File: src/sv/cmsp_pkg.sv
// ----------------------------------------------------------------------------
// cmsp_pkg: shared types and constants of the color markup stream parser
// Character codes, the job record passed from the front to the back part,
// queue status and the hex digit decoder.
// ----------------------------------------------------------------------------
package cmsp_pkg;

  // Marker characters
  localparam logic [7:0] CH_SLASH = 8'h2F;  // '/'
  localparam logic [7:0] CH_C     = 8'h63;  // 'c'
  localparam logic [7:0] CH_S     = 8'h73;  // 's'
  localparam logic [7:0] CH_D     = 8'h64;  // 'd'
  localparam logic [7:0] CH_E     = 8'h65;  // 'e'

  localparam logic [31:0] OPAQUE_ALPHA = 32'hFF00_0000;

  // Lookahead buffer: '/', 'c', 's' and five hex digits
  localparam int unsigned HELD_DEPTH = 8;
  // Results one byte can cause: all held bytes plus itself
  localparam int unsigned JOB_SLOTS  = HELD_DEPTH + 1;
  // Jobs buffered between front and back
  localparam int unsigned QUEUE_DEPTH = 4;
  localparam int unsigned QPTR_W      = $clog2(QUEUE_DEPTH);

  // One burst of text results caused by one input byte
  typedef struct packed {
    logic [JOB_SLOTS-1:0][7:0] bytes;
    logic [3:0]                cnt;    // 1..9 results
    logic [31:0]               color;
    logic                      start;  // first result opens a segment
  } cmsp_job_t;

  typedef struct packed {
    logic full;
    logic empty;
  } cmsp_q_stat_t;

  typedef struct packed {
    logic       ok;
    logic [3:0] val;
  } cmsp_hex_t;

  // Decode one ASCII hex digit (0-9, a-f, A-F)
  function automatic cmsp_hex_t hex_decode(input logic [7:0] b);
    cmsp_hex_t r;
    r.ok  = 1'b0;
    r.val = 4'd0;
    if (b >= 8'h30 && b <= 8'h39) begin
      r.ok  = 1'b1;
      r.val = 4'(b - 8'h30);
    end else if (b >= 8'h61 && b <= 8'h66) begin
      r.ok  = 1'b1;
      r.val = 4'(b - 8'h57);
    end else if (b >= 8'h41 && b <= 8'h46) begin
      r.ok  = 1'b1;
      r.val = 4'(b - 8'h37);
    end
    return r;
  endfunction

endpackage

File: src/sv/cmsp_intf.sv
// ----------------------------------------------------------------------------
// cmsp_intf: channel interfaces of the color markup stream parser
// Valid/ready channels for marked-up input bytes, text results and the
// default color write port.
// ----------------------------------------------------------------------------

// Input byte channel
interface cmsp_in_if;
  logic       valid;
  logic       ready;
  logic [7:0] in_byte;
  logic       in_last;

  modport source (output valid, output in_byte, output in_last, input ready);
  modport sink   (input valid, input in_byte, input in_last, output ready);
endinterface

// Result channel
interface cmsp_out_if;
  logic        valid;
  logic        ready;
  logic [7:0]  out_byte;
  logic [31:0] out_color;
  logic        segment_start;
  logic        run_last;

  modport source (output valid, output out_byte, output out_color,
                  output segment_start, output run_last, input ready);
  modport sink   (input valid, input out_byte, input out_color,
                  input segment_start, input run_last, output ready);
endinterface

// Default color write channel
interface cmsp_cfg_if;
  logic        valid;
  logic        ready;
  logic [31:0] data;

  modport source (output valid, output data, input ready);
  modport sink   (input valid, input data, output ready);
endinterface

File: src/sv/cmsp_front.sv
// ----------------------------------------------------------------------------
// cmsp_front: marker matcher
// Takes one byte per cycle unless the queue is full, tracks marker progress
// and color in force; every byte that releases text becomes one back-part job.
// ----------------------------------------------------------------------------
module cmsp_front (
  input  logic                   clk_i,
  input  logic                   rst_ni,
  cmsp_in_if.sink                in_i,
  cmsp_cfg_if.sink               cfg_i,
  input  cmsp_pkg::cmsp_q_stat_t q_stat_i,
  output logic                   push_o,
  output cmsp_pkg::cmsp_job_t    job_o
);

  localparam logic [1:0] PH_IDLE  = 2'd0;
  localparam logic [1:0] PH_SLASH = 2'd1;
  localparam logic [1:0] PH_C     = 2'd2;
  localparam logic [1:0] PH_HEX   = 2'd3;

  logic [1:0]  phase_q, phase_d;
  logic [3:0]  cnt_q, cnt_d;
  logic [23:0] hex_q, hex_d;
  logic [31:0] color_q, color_d;
  logic [31:0] dflt_q;
  logic        pend_q, pend_d;
  logic        open_q, open_d;
  logic [7:0]  held_q [cmsp_pkg::HELD_DEPTH];

  logic        take;
  logic [7:0]  b;
  logic        last;
  logic [31:0] cur_color;
  logic [3:0]  n_res;
  logic        do_hold;
  logic [2:0]  hold_idx;
  logic        mismatch;
  logic        consume;
  cmsp_pkg::cmsp_hex_t dig;

  assign in_i.ready  = ~q_stat_i.full;
  assign cfg_i.ready = 1'b1;
  assign take        = in_i.valid & in_i.ready;
  assign b           = in_i.in_byte;
  assign last        = in_i.in_last;
  assign dig         = cmsp_pkg::hex_decode(b);
  // first byte of a stream picks up the default color
  assign cur_color   = open_q ? color_q : dflt_q;

  // Matcher next state
  always_comb begin
    phase_d  = phase_q;
    cnt_d    = cnt_q;
    hex_d    = hex_q;
    color_d  = cur_color;
    pend_d   = pend_q;
    open_d   = 1'b1;
    n_res    = 4'd0;
    do_hold  = 1'b0;
    mismatch = 1'b0;
    consume  = 1'b0;

    unique case (phase_q)
      PH_IDLE: mismatch = 1'b1;
      PH_SLASH: begin
        if (b == cmsp_pkg::CH_C) begin
          do_hold = 1'b1;
          phase_d = PH_C;
        end else begin
          mismatch = 1'b1;
        end
      end
      PH_C: begin
        if (b == cmsp_pkg::CH_S) begin
          do_hold = 1'b1;
          phase_d = PH_HEX;
          hex_d   = '0;
        end else if (b == cmsp_pkg::CH_D) begin
          color_d = dflt_q;
          consume = 1'b1;
        end else if (b == cmsp_pkg::CH_E) begin
          consume = 1'b1;
        end else begin
          mismatch = 1'b1;
        end
      end
      PH_HEX: begin
        if (dig.ok) begin
          hex_d = {hex_q[19:0], dig.val};
          if (cnt_q[3]) begin
            // sixth digit: marker complete
            color_d = cmsp_pkg::OPAQUE_ALPHA | {8'h00, hex_q[19:0], dig.val};
            consume = 1'b1;
          end else begin
            do_hold = 1'b1;
          end
        end else begin
          mismatch = 1'b1;
        end
      end
      default: mismatch = 1'b1;
    endcase

    // release held bytes, then either hold a new '/' or emit the byte
    if (mismatch) begin
      if (b == cmsp_pkg::CH_SLASH && !last) begin
        n_res   = cnt_q;
        cnt_d   = 4'd1;
        phase_d = PH_SLASH;
      end else begin
        n_res   = cnt_q + 4'd1;
        cnt_d   = 4'd0;
        phase_d = PH_IDLE;
      end
    end

    if (do_hold) begin
      cnt_d = cnt_q + 4'd1;
      if (last) n_res = cnt_q + 4'd1;
    end

    if (consume) begin
      cnt_d   = 4'd0;
      phase_d = PH_IDLE;
      pend_d  = 1'b1;
    end

    if (n_res != 4'd0) pend_d = 1'b0;

    // end of stream flushes everything held
    if (last) begin
      cnt_d   = 4'd0;
      phase_d = PH_IDLE;
      pend_d  = 1'b1;
      open_d  = 1'b0;
    end
  end

  // a re-held '/' goes to the front of the buffer
  assign hold_idx = mismatch ? 3'd0 : cnt_q[2:0];

  // Job record: held bytes in order, then the current byte
  always_comb begin
    for (int i = 0; i < cmsp_pkg::JOB_SLOTS; i++) begin
      if (i < cmsp_pkg::HELD_DEPTH && 4'(i) < cnt_q) begin
        job_o.bytes[i] = held_q[i];
      end else begin
        job_o.bytes[i] = b;
      end
    end
    job_o.cnt   = n_res;
    job_o.color = cur_color;
    job_o.start = pend_q;
  end

  assign push_o = take & (n_res != 4'd0);

  // Control state
  always_ff @(posedge clk_i or negedge rst_ni) begin
    if (!rst_ni) begin
      phase_q <= PH_IDLE;
      cnt_q   <= 4'd0;
      hex_q   <= '0;
      color_q <= '0;
      pend_q  <= 1'b1;
      open_q  <= 1'b0;
      dflt_q  <= '0;
    end else begin
      if (take) begin
        phase_q <= phase_d;
        cnt_q   <= cnt_d;
        hex_q   <= hex_d;
        color_q <= color_d;
        pend_q  <= pend_d;
        open_q  <= open_d;
      end
      if (cfg_i.valid) dflt_q <= cfg_i.data;
    end
  end

  // Lookahead buffer
  always_ff @(posedge clk_i) begin
    if (take && (do_hold || (mismatch && b == cmsp_pkg::CH_SLASH && !last))) begin
      held_q[hold_idx] <= b;
    end
  end

  a_cnt_range: assert property (@(posedge clk_i) disable iff (!rst_ni)
    cnt_q <= 4'd8)
    else $error("held count beyond buffer");

  a_idle_empty: assert property (@(posedge clk_i) disable iff (!rst_ni)
    (phase_q == PH_IDLE) |-> (cnt_q == 4'd0))
    else $error("bytes held while matcher idle");

  a_hex_prefix: assert property (@(posedge clk_i) disable iff (!rst_ni)
    (phase_q == PH_HEX) |-> (cnt_q >= 4'd3))
    else $error("hex phase without full prefix held");

endmodule

File: src/sv/cmsp_queue.sv
// ----------------------------------------------------------------------------
// cmsp_queue: job queue
// Small FIFO of text jobs between the matcher and the result serializer.
// ----------------------------------------------------------------------------
module cmsp_queue (
  input  logic                   clk_i,
  input  logic                   rst_ni,
  input  logic                   push_i,
  input  cmsp_pkg::cmsp_job_t    job_i,
  input  logic                   pop_i,
  output cmsp_pkg::cmsp_job_t    head_o,
  output cmsp_pkg::cmsp_q_stat_t stat_o
);

  localparam int unsigned CNT_W = cmsp_pkg::QPTR_W + 1;

  cmsp_pkg::cmsp_job_t           slot_q [cmsp_pkg::QUEUE_DEPTH];
  logic [cmsp_pkg::QPTR_W-1:0]   wptr_q, rptr_q;
  logic [CNT_W-1:0]              count_q;
  logic                          do_push, do_pop;

  assign stat_o.full  = (count_q == CNT_W'(cmsp_pkg::QUEUE_DEPTH));
  assign stat_o.empty = (count_q == '0);
  assign do_push      = push_i & ~stat_o.full;
  assign do_pop       = pop_i & ~stat_o.empty;
  assign head_o       = slot_q[rptr_q];

  // Pointers and fill level
  always_ff @(posedge clk_i or negedge rst_ni) begin
    if (!rst_ni) begin
      wptr_q  <= '0;
      rptr_q  <= '0;
      count_q <= '0;
    end else begin
      if (do_push) wptr_q <= wptr_q + 1'b1;
      if (do_pop)  rptr_q <= rptr_q + 1'b1;
      unique case ({do_push, do_pop})
        2'b10:   count_q <= count_q + 1'b1;
        2'b01:   count_q <= count_q - 1'b1;
        default: count_q <= count_q;
      endcase
    end
  end

  // Storage
  always_ff @(posedge clk_i) begin
    if (do_push) slot_q[wptr_q] <= job_i;
  end

  a_no_overflow: assert property (@(posedge clk_i) disable iff (!rst_ni)
    stat_o.full |-> !push_i)
    else $error("push into full job queue");

  a_level: assert property (@(posedge clk_i) disable iff (!rst_ni)
    count_q <= CNT_W'(cmsp_pkg::QUEUE_DEPTH))
    else $error("job queue level out of range");

endmodule

File: src/sv/cmsp_back.sv
// ----------------------------------------------------------------------------
// cmsp_back: result serializer
// Loads one job at a time and sends its bytes one per request, flagging the
// segment start on an opening job's first result and run_last on its last.
// ----------------------------------------------------------------------------
module cmsp_back (
  input  logic                   clk_i,
  input  logic                   rst_ni,
  input  cmsp_pkg::cmsp_job_t    head_i,
  input  cmsp_pkg::cmsp_q_stat_t q_stat_i,
  output logic                   pop_o,
  cmsp_out_if.source             out_o
);

  cmsp_pkg::cmsp_job_t job_q;
  logic                valid_q;
  logic [3:0]          idx_q;
  logic                advance, last_res, load;

  assign advance  = valid_q & out_o.ready;
  assign last_res = (idx_q == job_q.cnt - 4'd1);
  // take the next job when idle or when the current one finishes
  assign load     = ~valid_q | (advance & last_res);
  assign pop_o    = load & ~q_stat_i.empty;

  // Result channel
  assign out_o.valid         = valid_q;
  assign out_o.out_byte      = job_q.bytes[idx_q];
  assign out_o.out_color     = job_q.color;
  assign out_o.segment_start = job_q.start & (idx_q == 4'd0);
  assign out_o.run_last      = last_res;

  // Job register and position
  always_ff @(posedge clk_i or negedge rst_ni) begin
    if (!rst_ni) begin
      valid_q <= 1'b0;
      idx_q   <= 4'd0;
    end else if (load) begin
      valid_q <= ~q_stat_i.empty;
      idx_q   <= 4'd0;
    end else if (advance) begin
      idx_q   <= idx_q + 4'd1;
    end
  end

  always_ff @(posedge clk_i) begin
    if (pop_o) job_q <= head_i;
  end

  a_idx_in_job: assert property (@(posedge clk_i) disable iff (!rst_ni)
    valid_q |-> (job_q.cnt != 4'd0 && idx_q < job_q.cnt))
    else $error("serializer position outside job");

  a_hold_stall: assert property (@(posedge clk_i) disable iff (!rst_ni)
    (valid_q && !out_o.ready) |=> (valid_q && $stable(idx_q)))
    else $error("result moved while stalled");

endmodule

File: src/sv/color_markup_stream_parser_core.sv
// ----------------------------------------------------------------------------
// color_markup_stream_parser_core: color markup stream parser
// Strips /cs, /cd and /ce color markers from a byte stream and tags each
// remaining character with its ARGB color.
// ----------------------------------------------------------------------------
// One input byte is accepted per clock as long as the job queue between the
// matcher and the serializer has room. Each byte that releases text becomes
// one job; the serializer sends one result per clock while out_o.ready is
// high, and the four-entry queue soaks up the burst of a byte that releases
// held bytes. A result passes through the queue and the serializer's job
// register before it appears. The default color register may be written at
// any time; it takes effect at the next stream start or /cd marker. Reset
// leaves no clearing pass: the block is ready the cycle after rst_ni rises.
// ----------------------------------------------------------------------------
module color_markup_stream_parser_core (
  input  logic       clk_i,
  input  logic       rst_ni,
  cmsp_in_if.sink    in_i,
  cmsp_cfg_if.sink   cfg_i,
  cmsp_out_if.source out_o
);

  cmsp_pkg::cmsp_job_t    job;
  cmsp_pkg::cmsp_job_t    head;
  cmsp_pkg::cmsp_q_stat_t q_stat;
  logic                   push;
  logic                   pop;

  // Marker matcher
  cmsp_front u_front (
    .clk_i    (clk_i),
    .rst_ni   (rst_ni),
    .in_i     (in_i),
    .cfg_i    (cfg_i),
    .q_stat_i (q_stat),
    .push_o   (push),
    .job_o    (job)
  );

  // Job queue
  cmsp_queue u_queue (
    .clk_i  (clk_i),
    .rst_ni (rst_ni),
    .push_i (push),
    .job_i  (job),
    .pop_i  (pop),
    .head_o (head),
    .stat_o (q_stat)
  );

  // Result serializer
  cmsp_back u_back (
    .clk_i    (clk_i),
    .rst_ni   (rst_ni),
    .head_i   (head),
    .q_stat_i (q_stat),
    .pop_o    (pop),
    .out_o    (out_o)
  );

endmodule
File: src/flat_wrapper.sv
// flat-port wrapper written by rule: the top's interface ports become plain ports
module color_markup_stream_parser_core_flat 
  (clk_i, rst_ni, in_i_valid, in_i_in_byte, in_i_in_last, in_i_ready, cfg_i_valid, cfg_i_data, cfg_i_ready, out_o_valid, out_o_out_byte, out_o_out_color, out_o_segment_start, out_o_run_last, out_o_ready);
  cmsp_in_if in_i_i ();
  cmsp_cfg_if cfg_i_i ();
  cmsp_out_if out_o_i ();
  input  logic clk_i;
  input  logic rst_ni;
  input wire logic [$bits(in_i_i.valid)-1:0] in_i_valid;
  input wire logic [$bits(in_i_i.in_byte)-1:0] in_i_in_byte;
  input wire logic [$bits(in_i_i.in_last)-1:0] in_i_in_last;
  output wire logic [$bits(in_i_i.ready)-1:0] in_i_ready;
  input wire logic [$bits(cfg_i_i.valid)-1:0] cfg_i_valid;
  input wire logic [$bits(cfg_i_i.data)-1:0] cfg_i_data;
  output wire logic [$bits(cfg_i_i.ready)-1:0] cfg_i_ready;
  output wire logic [$bits(out_o_i.valid)-1:0] out_o_valid;
  output wire logic [$bits(out_o_i.out_byte)-1:0] out_o_out_byte;
  output wire logic [$bits(out_o_i.out_color)-1:0] out_o_out_color;
  output wire logic [$bits(out_o_i.segment_start)-1:0] out_o_segment_start;
  output wire logic [$bits(out_o_i.run_last)-1:0] out_o_run_last;
  input wire logic [$bits(out_o_i.ready)-1:0] out_o_ready;
  assign in_i_i.valid = in_i_valid;
  assign in_i_i.in_byte = in_i_in_byte;
  assign in_i_i.in_last = in_i_in_last;
  assign in_i_ready = in_i_i.ready;
  assign cfg_i_i.valid = cfg_i_valid;
  assign cfg_i_i.data = cfg_i_data;
  assign cfg_i_ready = cfg_i_i.ready;
  assign out_o_valid = out_o_i.valid;
  assign out_o_out_byte = out_o_i.out_byte;
  assign out_o_out_color = out_o_i.out_color;
  assign out_o_segment_start = out_o_i.segment_start;
  assign out_o_run_last = out_o_i.run_last;
  assign out_o_i.ready = out_o_ready;
  color_markup_stream_parser_core u_core (.clk_i(clk_i), .rst_ni(rst_ni), .in_i(in_i_i), .cfg_i(cfg_i_i), .out_o(out_o_i));
endmodule
File: config.mk
export PLATFORM = sky130hd
export DESIGN_NAME = color_markup_stream_parser_core_flat
export DESIGN_NICKNAME = d
export VERILOG_FILES = /design/src/sv/cmsp_pkg.sv /design/src/sv/cmsp_intf.sv /design/src/sv/cmsp_front.sv /design/src/sv/cmsp_queue.sv /design/src/sv/cmsp_back.sv /design/src/sv/color_markup_stream_parser_core.sv /design/src/flat_wrapper.sv
export SDC_FILE = /design/constraint.sdc
export NUM_CORES = 1
export LEC_CHECK = 0
export CAP_MARGIN = 10
export CORE_ASPECT_RATIO = 1.25
export CORE_MARGIN = 2
export CORE_UTILIZATION = 48
export DETAILED_ROUTE_END_ITERATION = 7
export DONT_BUFFER_PORTS = 1
export PLACE_DENSITY = 0.68
export SKIP_LAST_GASP = 1
export SLEW_MARGIN = 25
export SYNTH_ARGS = -nofsm -noshare
export SYNTH_HDL_FRONTEND = slang
export SYNTH_SLANG_ARGS = --single-unit
File: constraint.sdc
create_clock -name clk_i -period 7.6 [get_ports clk_i]
set_input_delay 1.52 -clock clk_i [delete_from_list [all_inputs] [get_ports clk_i]]
set_output_delay 1.52 -clock clk_i [all_outputs]
set_load 0.01 [all_outputs]
# Yosys cells after proc, flatten, opt, wreduce, memory -nomap -nowiden
# Memory sizes are Yosys's and may differ from the RTL's. A register that Yosys moved wholly into a read port is not among the register bits.
# Index checks and enable logic that the tools add are counted.
# word_totals
register_bits,104
ramBits,500
inputBits,46
wordCells,157
n_memories,2
# op_classes
addsub,10
magnitude_cmp,15
eq_ne,16
mux,67
bitwise,12
n_reduce_logical,23
# memory_table
name,words,width,read_ports,rd_clocked_by_memory_dff,wr,line_no,rtl
u_core.u_queue.slot_q,4,109,1,1,1,cmsp_queue.sv:17,cmsp_pkg::cmsp_job_t slot_q [cmsp_pkg::QUEUE_DEPTH];
u_core.u_front.held_q,8,8,8,0,1,cmsp_front.sv:28,logic [7:0] held_q [cmsp_pkg::HELD_DEPTH];
# op_table
op,count
$mux W32,5
$mux W8,9
$pmux W32 S2,1
$mux W20,2
$mux W4,10
$pmux W20 S2,1
$bmux W8 S4,1
$eq A8 B7 Y1 const B,4
$mux W1,24
$ge A8 B7 Y1 const B,2
$le A8 B7 Y1 const B,2
$lt A3 B4 Y1 const A,4
$mux W5,3
$mux W2,5
$ne A5 B5 Y1 const B,2
$add A4 B1 Y4 const B,2
$and A1 B1 Y1,8
$eq A8 B6 Y1 const B,1
$ge A8 B6 Y1 const B,1
$le A8 B6 Y1 const B,1
$lt A1 B4 Y1 const A,2
$lt A2 B4 Y1 const A,2
$reduce_and A4 Y1,2
$reduce_bool A4 Y1,2
other kinds (29),47

# Longest topological paths before layout
# Gate-level depths: netlist of the first run.
# depth
ltp_word,15
mapped_depth,15

# By module
# A second synthesis of the first run with hierarchy kept.
# unflattened
hier_cells,1470
area_unflattened_um2,28493.6
# modules_own_cells
mod,n_inst,cells_per_inst,area_each_um2
cmsp_queue,1,606,16145.5
cmsp_front,1,614,7808.7
cmsp_back,1,250,4539.4

# Worst setup path after synthesis of the first run
# OpenSTA, ideal clock, no wires.
# synth_path
path_type,input to register
from,in in_i_in_byte[1]
to,"mem u_core.u_queue.slot_q[0][0] (netlist bit), enable pin"
t_arrival_ps,7975
path_slack_ps,-967
cell_stages,9
path_cell_list,clkbuf_1 inv_1 ha_1 or3b_1 a41o_1 nand3_2 and3_1 a2bb2oi_4 nor2b_1
# synth_via
elab_chain_cells,15
word_cells_on_any_way,37
classes_between,order compare: 6; eq/ne: 5; mux: 19; bitwise: 2; reduce/logical: 5
# synth_lines
element,line_no,rtl
"start, declared",flat_wrapper.sv:10,input wire logic [$bits(in_i_i.in_byte)-1:0] in_i_in_byte;
$ge A8 B7 Y1 or $le A8 B7 Y1 (tied branches),cmsp_pkg.sv:54,end else if (b >= 8'h41 && b <= 8'h46) begin
$logic_and A1 B1 Y1,cmsp_pkg.sv:54,
$mux W5,cmsp_pkg.sv:54,
$mux W5,cmsp_pkg.sv:51,end else if (b >= 8'h61 && b <= 8'h66) begin
$mux W5,cmsp_pkg.sv:48,if (b >= 8'h30 && b <= 8'h39) begin
$mux W1,cmsp_front.sv:88,if (dig.ok) begin
$pmux W1 S4,cmsp_front.sv:63,unique case (phase_q)
$mux W4,cmsp_front.sv:105,if (mismatch) begin
$mux W4,cmsp_front.sv:119,if (last) n_res = cnt_q + 4'd1;
$mux W4 *,cmsp_front.sv:117,if (do_hold) begin
$reduce_bool A4 Y1 *,cmsp_front.sv:156,assign push_o = take & (n_res != 4'd0);
$and A1 B1 Y1 *,cmsp_front.sv:156,
$and A1 B1 Y1 *,cmsp_queue.sv:24,assign do_push = push_i & ~stat_o.full;
$mux W1 *,cmsp_queue.sv:47,if (do_push) slot_q[wptr_q] <= job_i;
$mux W1 (not written as such) *,cmsp_queue.sv:47,
"end, declared",cmsp_queue.sv:17,
# Mark *: on every way between the ends. The rest lies on a longest branch, timed or not.

# Worst setup path in the final report of the first run
# layout_path
from,in in_i_in_byte[1]
to,reg u_core.u_queue.count_q[2]
# layout_via
elab_chain_cells,15
word_cells_on_any_way,39
classes_between,order compare: 6; eq/ne: 7; mux: 18; bitwise: 2; reduce/logical: 6
# layout_lines
element,line_no,rtl
$ge A8 B7 Y1 or $le A8 B7 Y1 (tied branches),cmsp_pkg.sv:54,
$logic_and A1 B1 Y1,cmsp_pkg.sv:54,
$mux W5,cmsp_pkg.sv:54,
$mux W5,cmsp_pkg.sv:51,
$mux W5,cmsp_pkg.sv:48,
$mux W1,cmsp_front.sv:88,
$pmux W1 S4,cmsp_front.sv:63,
$mux W4,cmsp_front.sv:105,
$mux W4,cmsp_front.sv:119,
$mux W4 *,cmsp_front.sv:117,
$reduce_bool A4 Y1 *,cmsp_front.sv:156,
$and A1 B1 Y1 *,cmsp_front.sv:156,
$and A1 B1 Y1 *,cmsp_queue.sv:24,
$eq A2 B1 Y1 or $eq A2 B2 Y1 (tied branches),cmsp_queue.sv:37,"unique case ({do_push, do_pop})"
$pmux W3 S2 or $reduce_bool A2 Y1 (tied branches),--,
"end signal, assigned",cmsp_queue.sv:38,2'b10: count_q <= count_q + 1'b1;
"end signal, assigned",cmsp_queue.sv:39,2'b01: count_q <= count_q - 1'b1;
"end signal, assigned",cmsp_queue.sv:40,default: count_q <= count_q;
"end, declared",cmsp_queue.sv:19,logic [CNT_W-1:0] count_q;
# Marked as above.
# A chain may end at the register's enable or synchronous reset.

==> results by stage, run 1 <==
Routing:
- The total wire length is 58200 um.
- The number of design-rule violations left by the first detailed-router iteration is 1230.
- The average wire per standard cell is 25.7 um.
- The length of the first detailed-routing pass in iterations is 5.
- The total number of vias is 13500.
- For this run, design rule violations remaining after detail routing come to 0.
- After detailed routing, the number of vias per cell comes to 5.97.
- The remaining antenna violation count after routing is 0.

Synthesis:
- The number of nets handed over by synthesis was 1538.
- The most common flop cell mapped by yosys is edfxtp_1.
- Synthesis inferred 713 register bits.
- In this run the cell area of the synthesized design comes to 28500 um2.
- Summing the sequential cell areas from Yosys gives 73.3% of the chip area.
- For this run, the number of Yosys warnings is 0.
- Counting distinct cell types in the post-synthesis netlist gives 72.
- The cell count after synthesis is 1477.
- Yosys mapped a number of flops with a built-in enable equal to 609.
- Each instance of the synthesized netlist takes up on average 19.3 um2.
- After synthesis, the share of flip-flops with an asynchronous set or reset is 14.6%.

Min path:
- The min-delay analysis places its worst path in the category flip-flop to flip-flop.

Clocking:
- CTS saw 713 sinks.
- Clock tree synthesis inserted a total of 68 buffers.
- Once the clock tree was built, the resizer swapped 0 gates to a different size.
- The number of buffers inserted to repair setup after CTS is 0.
- The clock insertion delay at the later pin of the skew report is 610 ps.
- The maximum buffer depth of the clock tree is 3.
- The TritonCTS clock tree is done.
- The maximum level of the CTS H-tree is 3.
- The clock root buffer is clkbuf_16.
- The number of hold-repair buffers added at the cts stage is 0.
- After clock tree synthesis, the clock-pin slew on the worst setup and hold paths is 60 ps.

Placed design:
- At the end of routability-driven placement, the weighted congestion stood at 0.789.
- In this run the tool buffered the top-level ports with 0 buffer cells.
- The sum of net half-perimeters after detailed placement is 34300 um.

Timing:
- The number of failing hold endpoints at the final stage is 0.
- The actual slew at the worst max-slew pin is 1100 ps.
- The highest clock rate is 236 MHz.
- The final setup violation count is 0.
- After layout, the worst path uses 55.6% of the clock period.
- The hold slack is 486 ps.
- Headroom to the max-slew limit came out at 26.4%.
- The total count of max-transition violations in the final report is 0.
- The final clock skew is 23.1 ps.
- Setup repair after global routing left no endpoint under its margin.
- Subtracting the final worst setup slack from the clock period gives 4230 ps.

Die:
- Row generation in the floorplan step produced 99 rows.
- The die outline width is 222 um.
- The I/O pin total is 91.
- Once the floorplan was initialized, standard cells occupied 48.7% of the core.
- The core region is 58600 um2.
- The vertical die dimension is 276 um.
- The area of the die is 61400 um2.

Layout:
- The total inserted antenna cells is 0.
- The share of layout cells above drive strength 1 is 26.3%.
- For this run, the post-layout net count is 1517.
- Compared with the post-synthesis result, the final layout area differs by 9.88%.

Power:
- VDD sags by at most 0.201 mV.
- The analysis attributes to cell leakage a power of 10.3 nW.
- The design draws 11.0 mW.
- Power spread over the standard cell area amounts to 350 nW/um2.

Critical path:
- The type of the setup path with the least slack is input pin to flip-flop.
- Walking the worst path, the cells encountered are inv_1 -> ha_1 -> or3b_1 -> a41o_1 -> nand3_2 -> o22a_1 -> a2bb2oi_4 -> ha_1 -> inv_1 -> fa_1 -> xor2_1 -> nor2_1 -> xor2_1.
- The buffering stage count on the worst path with inverters included is 2.
- The worst endpoint data arrival time is 4750 ps.
- Of all nets on the critical path, the largest fanout is 24.
- STA classifies the critical path endpoint as a flip-flop.
- On the worst path, the slowest cell contributes a delay of 520 ps.
- At the worst endpoint, the required time is 8120 ps.
- The category of the worst setup path launch point is an input pin.
- The cell class contributing the biggest share of worst-path delay is compound AO/OA/AOI/OAI gates.
- The slowest cell on the critical path is o22a_1.

GRT:
- The number of antenna violations at the first check in global routing came to 2.
- Across every metal layer, demand over resource in global routing totals 19.5%.
- The via count of the first global-routing pass came to 14300.
- The first-pass GRT wire length is 89800 um.
- The largest net degree at the start of global routing is 105.
- Summed over all layers, the global routing overflow is 0.

Run:
- The number of max-capacitance violations reported is 0.

Status:
- The run finished with clean final reports.
flip-flops by register name (all words and copies together), names as in the netlist:
register                       flops
u_core.u_back.idx_q                4
u_core.u_back.job_q               77
u_core.u_back.out_o.out_color     32
u_core.u_back.out_o.valid          1
u_core.u_front.cnt_q               4
u_core.u_front.color_q            32
u_core.u_front.dflt_q             32
u_core.u_front.held_q             64
u_core.u_front.hex_q              20
u_core.u_front.open_q              1
u_core.u_front.pend_q              1
u_core.u_front.phase_q             2
u_core.u_queue.count_q             3
u_core.u_queue.rptr_q              2
u_core.u_queue.slot_q            436
u_core.u_queue.wptr_q              2
where the power goes:
group	total, mW	switching (mW)	leakage, nW	internal [mW]
registers	5.48	0.315	6.73	5.16
clock network	3.23	1.38	1.02	1.85
logic	2.26	1.27	2.54	0.996
total	11.0	2.96	10.3	8.01
path summary, 6_finish.rpt:
kind	depth (start not counted)	slack, ps	end	startpoint
worst min-delay path	1	490	u_core.u_front.color_q[21]	u_core.u_front.color_q[21]
max in group asynchronous	0	6770	u_core.u_front.pend_q	rst_ni
worst min register to register	1	490	u_core.u_front.color_q[21]	u_core.u_front.color_q[21]
min in group asynchronous	0	610	u_core.u_front.dflt_q[15]	rst_ni
worst max register to register	12	3580	u_core.u_queue.count_q[2]	u_core.u_front.cnt_q[1]
worst max-delay path	13	3370	u_core.u_queue.count_q[2]	in_i_in_byte[1]
through the flow:
| stage | TNS, ps | cell area [um2] | setup WS [ps] | instances | utilization (%) |
|---|---|---|---|---|---|
| 6_report | 0 | 31300 | 3370 | 2261 | 53.5 |
| 3_3_place_gp | 0 | 29200 | 2890 | 2143 | 49.8 |
| 5_1_grt | 0 | 31300 | 3230 | 2261 | 53.5 |
| 2_1_floorplan | -421410 | 28500 | -967 | 1477 | - |
| 3_5_place_dp | 0 | 29200 | 2800 | 2143 | 49.8 |
| 4_1_cts | 0 | 31300 | 3340 | 2261 | 53.4 |
placed cells by master, fill, tap and decap left out, types with 4 or more instances in the layout:
cell,Yosys,final
a21oi_1,36,34
a22o_1,22,22
a22oi_1,22,22
buf_4,36,22
clkbuf_1,47,19
clkbuf_16,0,72
clkinv_1,1,10
clkinv_2,0,7
dfrtp_1,103,100
edfxtp_1,609,609
ha_1,14,14
inv_1,25,25
mux2_2,120,120
mux2i_1,32,32
mux4_2,125,125
nand2_1,36,36
nand2b_1,6,6
nand3_1,9,9
nor2_1,21,21
nor2b_1,8,4
nor2b_4,0,4
nor3_1,9,7
o211ai_1,4,4
o21a_1,20,20
o21ai_0,23,23
o221ai_1,22,22
o22a_1,10,10
xnor2_1,11,11
xor2_1,6,6
area by class of cell:
cell class | instances | area [um2]
Tap cell | 757 | 947
Fill cell | 4466 | 27300
Clock inverter | 26 | 231
Sequential cell | 713 | 20900
Clock buffer | 92 | 1890
Inverter | 27 | 101
Multi-Input combinational cell | 619 | 7020
Timing Repair Buffer | 27 | 239
Yosys cell counts (3+ instances only):
master,number,area share [%]
a22o_1,22,0.68
buf_2,23,0.40
nand2b_1,6,0.13
clkbuf_1,47,0.62
nor3_1,9,0.16
mux2i_1,32,1.1
nand4bb_1,3,0.12
nor2b_1,8,0.18
a21oi_1,36,0.63
o21a_1,20,0.53
mux2_2,120,4.7
o22ai_1,3,0.066
o221ai_1,22,0.68
o21ai_0,23,0.40
mux4_2,125,9.9
xnor2_1,11,0.34
or3_1,3,0.066
nor4b_1,3,0.092
a22oi_1,22,0.58
nor2_1,21,0.28
buf_4,36,0.95
edfxtp_1,609,64
o22a_1,10,0.31
nor4_1,4,0.088
dfrtp_1,103,9.0
inv_1,25,0.33
ha_1,14,0.61
nand3_1,9,0.16
o211ai_1,4,0.11
buf_1,9,0.12
nand2_1,36,0.47
xor2_1,6,0.18
layer usage:
metal  part of all wire, %  vias to the layer above  track usage [%]
li1                      -                     5875                -
met1                    40                     7089             25.3
met2                    51                      426             33.0
met3                   5.8                       96             3.73
met4                   2.9                        2             7.07
met5                 0.021                        -                0
cells by family after synthesis:
logic type / synth area share, %
and+or+nand+nor: 2.28
buffers and inverters: 2.54
other: 0.0132
DFF: 73.3
AOI/OAI and AO/OA: 4.88
adders and majority gates: 0.685
xor gates and xnor gates: 0.522
muxes: 15.8
Note: power is estimated with default switching activity, not from simulation.
==> run 2: changes to the inputs <==
--- a/config.mk
+++ b/config.mk
@@ -11,7 +11,7 @@
 export CORE_UTILIZATION = 48
 export DETAILED_ROUTE_END_ITERATION = 7
 export DONT_BUFFER_PORTS = 1
-export PLACE_DENSITY = 0.68
+export PLACE_DENSITY = 0.7
 export SKIP_LAST_GASP = 1
 export SLEW_MARGIN = 25
 export SYNTH_ARGS = -nofsm -noshare
==> constraint.sdc (replaced) <==
create_clock -name clk_i -period 3.65 [get_ports clk_i]
set_input_delay 0.73 -clock clk_i [delete_from_list [all_inputs] [get_ports clk_i]]
set_output_delay 0.73 -clock clk_i [all_outputs]
set_load 0.01 [all_outputs]
==> results by stage, run 2 (synthesized netlist as in run 1, its figures left out) <==
Power:
- The internal power component was 16.9 mW (was 8.01 mW).
- The largest vdd supply drop came to 0.467 mV (was 0.201 mV).
- The share of power burned in combinational logic came to 21.1% (was 20.6%).
- The part of the power in the clock network was 29.8% (was 29.4%).
- The share of total power in sequential cells is 49.1% (was 49.9%).
- The reported leakage power came to 10.5 nW (was 10.3 nW).
- The switching share of power is 27.4% (was 27.0%).
- The sum of internal, switching and leakage power is 23.3 mW (was 11.0 mW).
- The power density of the placed cells is 732 nW/um2 (was 350 nW/um2).
- The switching power total is 6.37 mW (was 2.96 mW).

Min path:
- The type of the worst min-delay path is input pin to asynchronous set/reset pin (was flip-flop to flip-flop).

Routing:
- The total wire length is 60100 um (was 58200 um).
- The total number of vias is 13600 (was 13500).
- The number of design-rule violations left by the first detailed-router iteration is 1145 (was 1230).
- The detail-routed via count per cell is 5.94 (was 5.97).
- The remaining antenna violation count after routing is 0 (unchanged).
- The length of the first detailed-routing pass in iterations is 6 (was 5).
- The number of remaining DRC errors came to 0 (unchanged).
- The average wire per standard cell is 26.3 um (was 25.7 um).

Timing:
- The headroom to the max-slew limit is 32.5% (was 26.4%).
- The hold slack is 70.2 ps (was 486 ps).
- The final clock skew is 15.7 ps (was 23.1 ps).
- For this run, the top clock speed supported by timing is 298 MHz.
- The actual slew at the worst max-slew pin is 1010 ps (was 1100 ps).
- The number of failing hold endpoints at the final stage came to 0 (unchanged).
- Subtracting the final worst setup slack from the clock period gives 3360 ps.
- RSZ-0062 raised after global routing: no (unchanged).
- The least setup slack across all paths after layout is 290 ps (was 3370 ps).
- The final setup violation count is 0 (unchanged).
- The post-route clock period utilization is 92.1%.
- The total count of max-transition violations in the final report came to 0 (unchanged).

Layout:
- The count of non-filler cells in the finished layout is 2290 (was 2261).
- The flip-flop count of the largest register after layout is 436 (unchanged).
- Largest registers: u_core.u_queue.slot_q: 436 flops, u_core.u_back.job_q: 77 flops, u_core.u_front.held_q: 64 flops (unchanged).
- The net total in the final layout is 1542 (was 1517).
- The layout-stage area growth over the synthesis result is 11.5% (was 9.88%).
- The share of layout cells above drive strength 1 was 28.2% (was 26.3%).
- The most frequent standard cell in the layout excluding fill and tap cells is edfxtp_1 (unchanged).
- The largest register by flop count was u_core.u_queue.slot_q (unchanged).
- The total inserted antenna cells came to 0 (unchanged).
- The final standard cell utilization of the core is 54.2% (was 53.5%).
- Most used cells in the layout excluding fill and tap cells: edfxtp_1, mux4_2, mux2_2, dfrtp_1, clkbuf_16 (unchanged).

Critical path:
- The reg2reg setup slack was 360 ps (was 3580 ps).
- The end of the worst register-to-register path is u_core.u_queue.count_q[2] (unchanged).
- The kind of end point of the critical path is an output port (was flip-flop).
- The required time at the endpoint of the critical path is 2920 ps (was 8120 ps).
- The startpoint of the worst-slack reg-to-reg timing path is u_core.u_front.cnt_q[0] (was u_core.u_front.cnt_q[1]).
- The category of the worst setup path launch point is a flip-flop (was input pin).
- The depth of the most critical reg-to-reg path came to 11 (was 12).
- The highest fanout seen on the critical path is 21 (was 24).
- The type of the setup path with the least slack is flip-flop to output port (was input pin to flip-flop).
- The worst endpoint data arrival time is 2630 ps (was 4750 ps).

Die:
- The area of the die was 61400 um2 (unchanged).
- The die outline width is 222 um (unchanged).
- The effective utilization at floorplan is 48.7% (unchanged).
- The I/O pin total came to 91 (unchanged).
- The vertical die dimension was 276 um (unchanged).
- The standard-cell row count is 99 (unchanged).
- The total core area came to 58600 um2 (unchanged).

GRT:
- The number of antenna violations at the first check in global routing is 2 (unchanged).
- The via count of the first global-routing pass is 14400 (was 14300).
- The largest net degree at the start of global routing is 111 (was 105).
- The final global-route overflow total is 0 (unchanged).
- The first-pass GRT wire length is 92500 um (was 89800 um).
- The total routing usage reported by global routing came to 20.1% (was 19.5%).

Placed design:
- The sum of net half-perimeters after detailed placement is 36400 um (was 34300 um).
- The count of buffers inserted at the top-level ports is 0 (unchanged).
- The cell total after placement is 2167 (was 2143).
- The last weighted congestion value of the routability-driven placer is 0.839 (was 0.789).
- The pre-CTS worst setup slack was 328 ps (was 2800 ps).

Status:
- Run status: complete, no violations (unchanged).

Clocking:
- The clock-pin slew of the registers on the worst-case setup and hold paths came to 70 ps (was 60 ps).
- The maximum buffer depth of the clock tree is 3 (unchanged).
- The post-CTS resize count is 0 (unchanged).
- The maximum level of the CTS H-tree is 3 (unchanged).
- The clock root buffer was clkbuf_16 (unchanged).
- The total clock buffers created by CTS is 68 (unchanged).
- The TritonCTS clock tree was done (unchanged).
- The clock sink count is 713 (unchanged).
- The clock insertion delay at the later pin of the skew report is 610 ps (about the same).

Run:
- The number of max-capacitance violations reported is 0 (unchanged).
==> run 2: changes by cell type in the layout (fill, tap and decap cells not counted), sizes merged <==
| cell | delta |
|---|---|
| clkinv | +15 |
| clkbuf | -20 |
| bufinv | +3 |
| clkinvlp | +2 |
| buf | +25 |
| inv | +4 |
==> run 2: metal layers <==
metal / share of wire (%) / track usage [%] / vias up
met1: 39 / 25.3 / 7186
met5: 0 / 0 / -
met2: 53 / 35.6 / 410
met4: 2.1 / 5.93 / 0
met3: 5.2 / 3.58 / 86
li1: - / - / 5926
==> run 2: cell type report <==
class	instances	area, um2
clock buffer	72	1730
timing repair buffer	52	623
tap	757	947
sequential	713	20900
inverter	27	111
clock inverter	50	462
fill	4375	26800
multi-input combinational	619	7010
==> run 2: how the worst max path moves through the flow <==
stage                                       from                             to  slack, ps  depth (start not counted)
final                     u_core.u_back.idx_q[0]              out_o_out_byte[7]        290                          4
after CTS                 u_core.u_back.idx_q[0]              out_o_out_byte[7]        170                          4
after global routing      u_core.u_back.idx_q[0]              out_o_out_byte[7]        130                          4
after floorplan                  in_i_in_byte[1]    u_core.u_queue.slot_q[0][0]       -500                         10
after detailed placement         in_i_in_byte[0]      u_core.u_queue.count_q[2]        330                         13
after global placement           in_i_in_byte[7]  u_core.u_queue.slot_q[3][107]        370                          8
==> run 2: worst max-delay path, stage by stage (launching register included) <==
cell and delay, ps:
dfrtp_1 370, buf_4 420, mux4_2 560, mux2i_1 380, o21ai_0 280
==> run 2: timing repair <==
item,CTS,global route
hold buffers,1,0
hold endpoints to repair,104,0
setup buffers,0,0
==> run 2: metrics by stage <==
| stage | instance area, um2 | setup TNS, ps |
|---|---|---|
| after detailed placement | 29600 | 0 |
| after CTS | 31800 | 0 |
| after floorplan | 28600 | -217940 |
| after global placement | 29600 | 0 |
| after global routing | 31800 | 0 |
| final | 31800 | 0 |
==> run 2: power groups by stage <==
stage                     sequential (mW)  clock, mW  combinational, mW
after global routing                 11.6       7.42               5.30
final                                11.4       6.94               4.90
after global placement               11.5          0               4.89
after floorplan                      11.2          0               3.71
after CTS                            11.5       7.10               5.04
after detailed placement             11.6          0               4.99
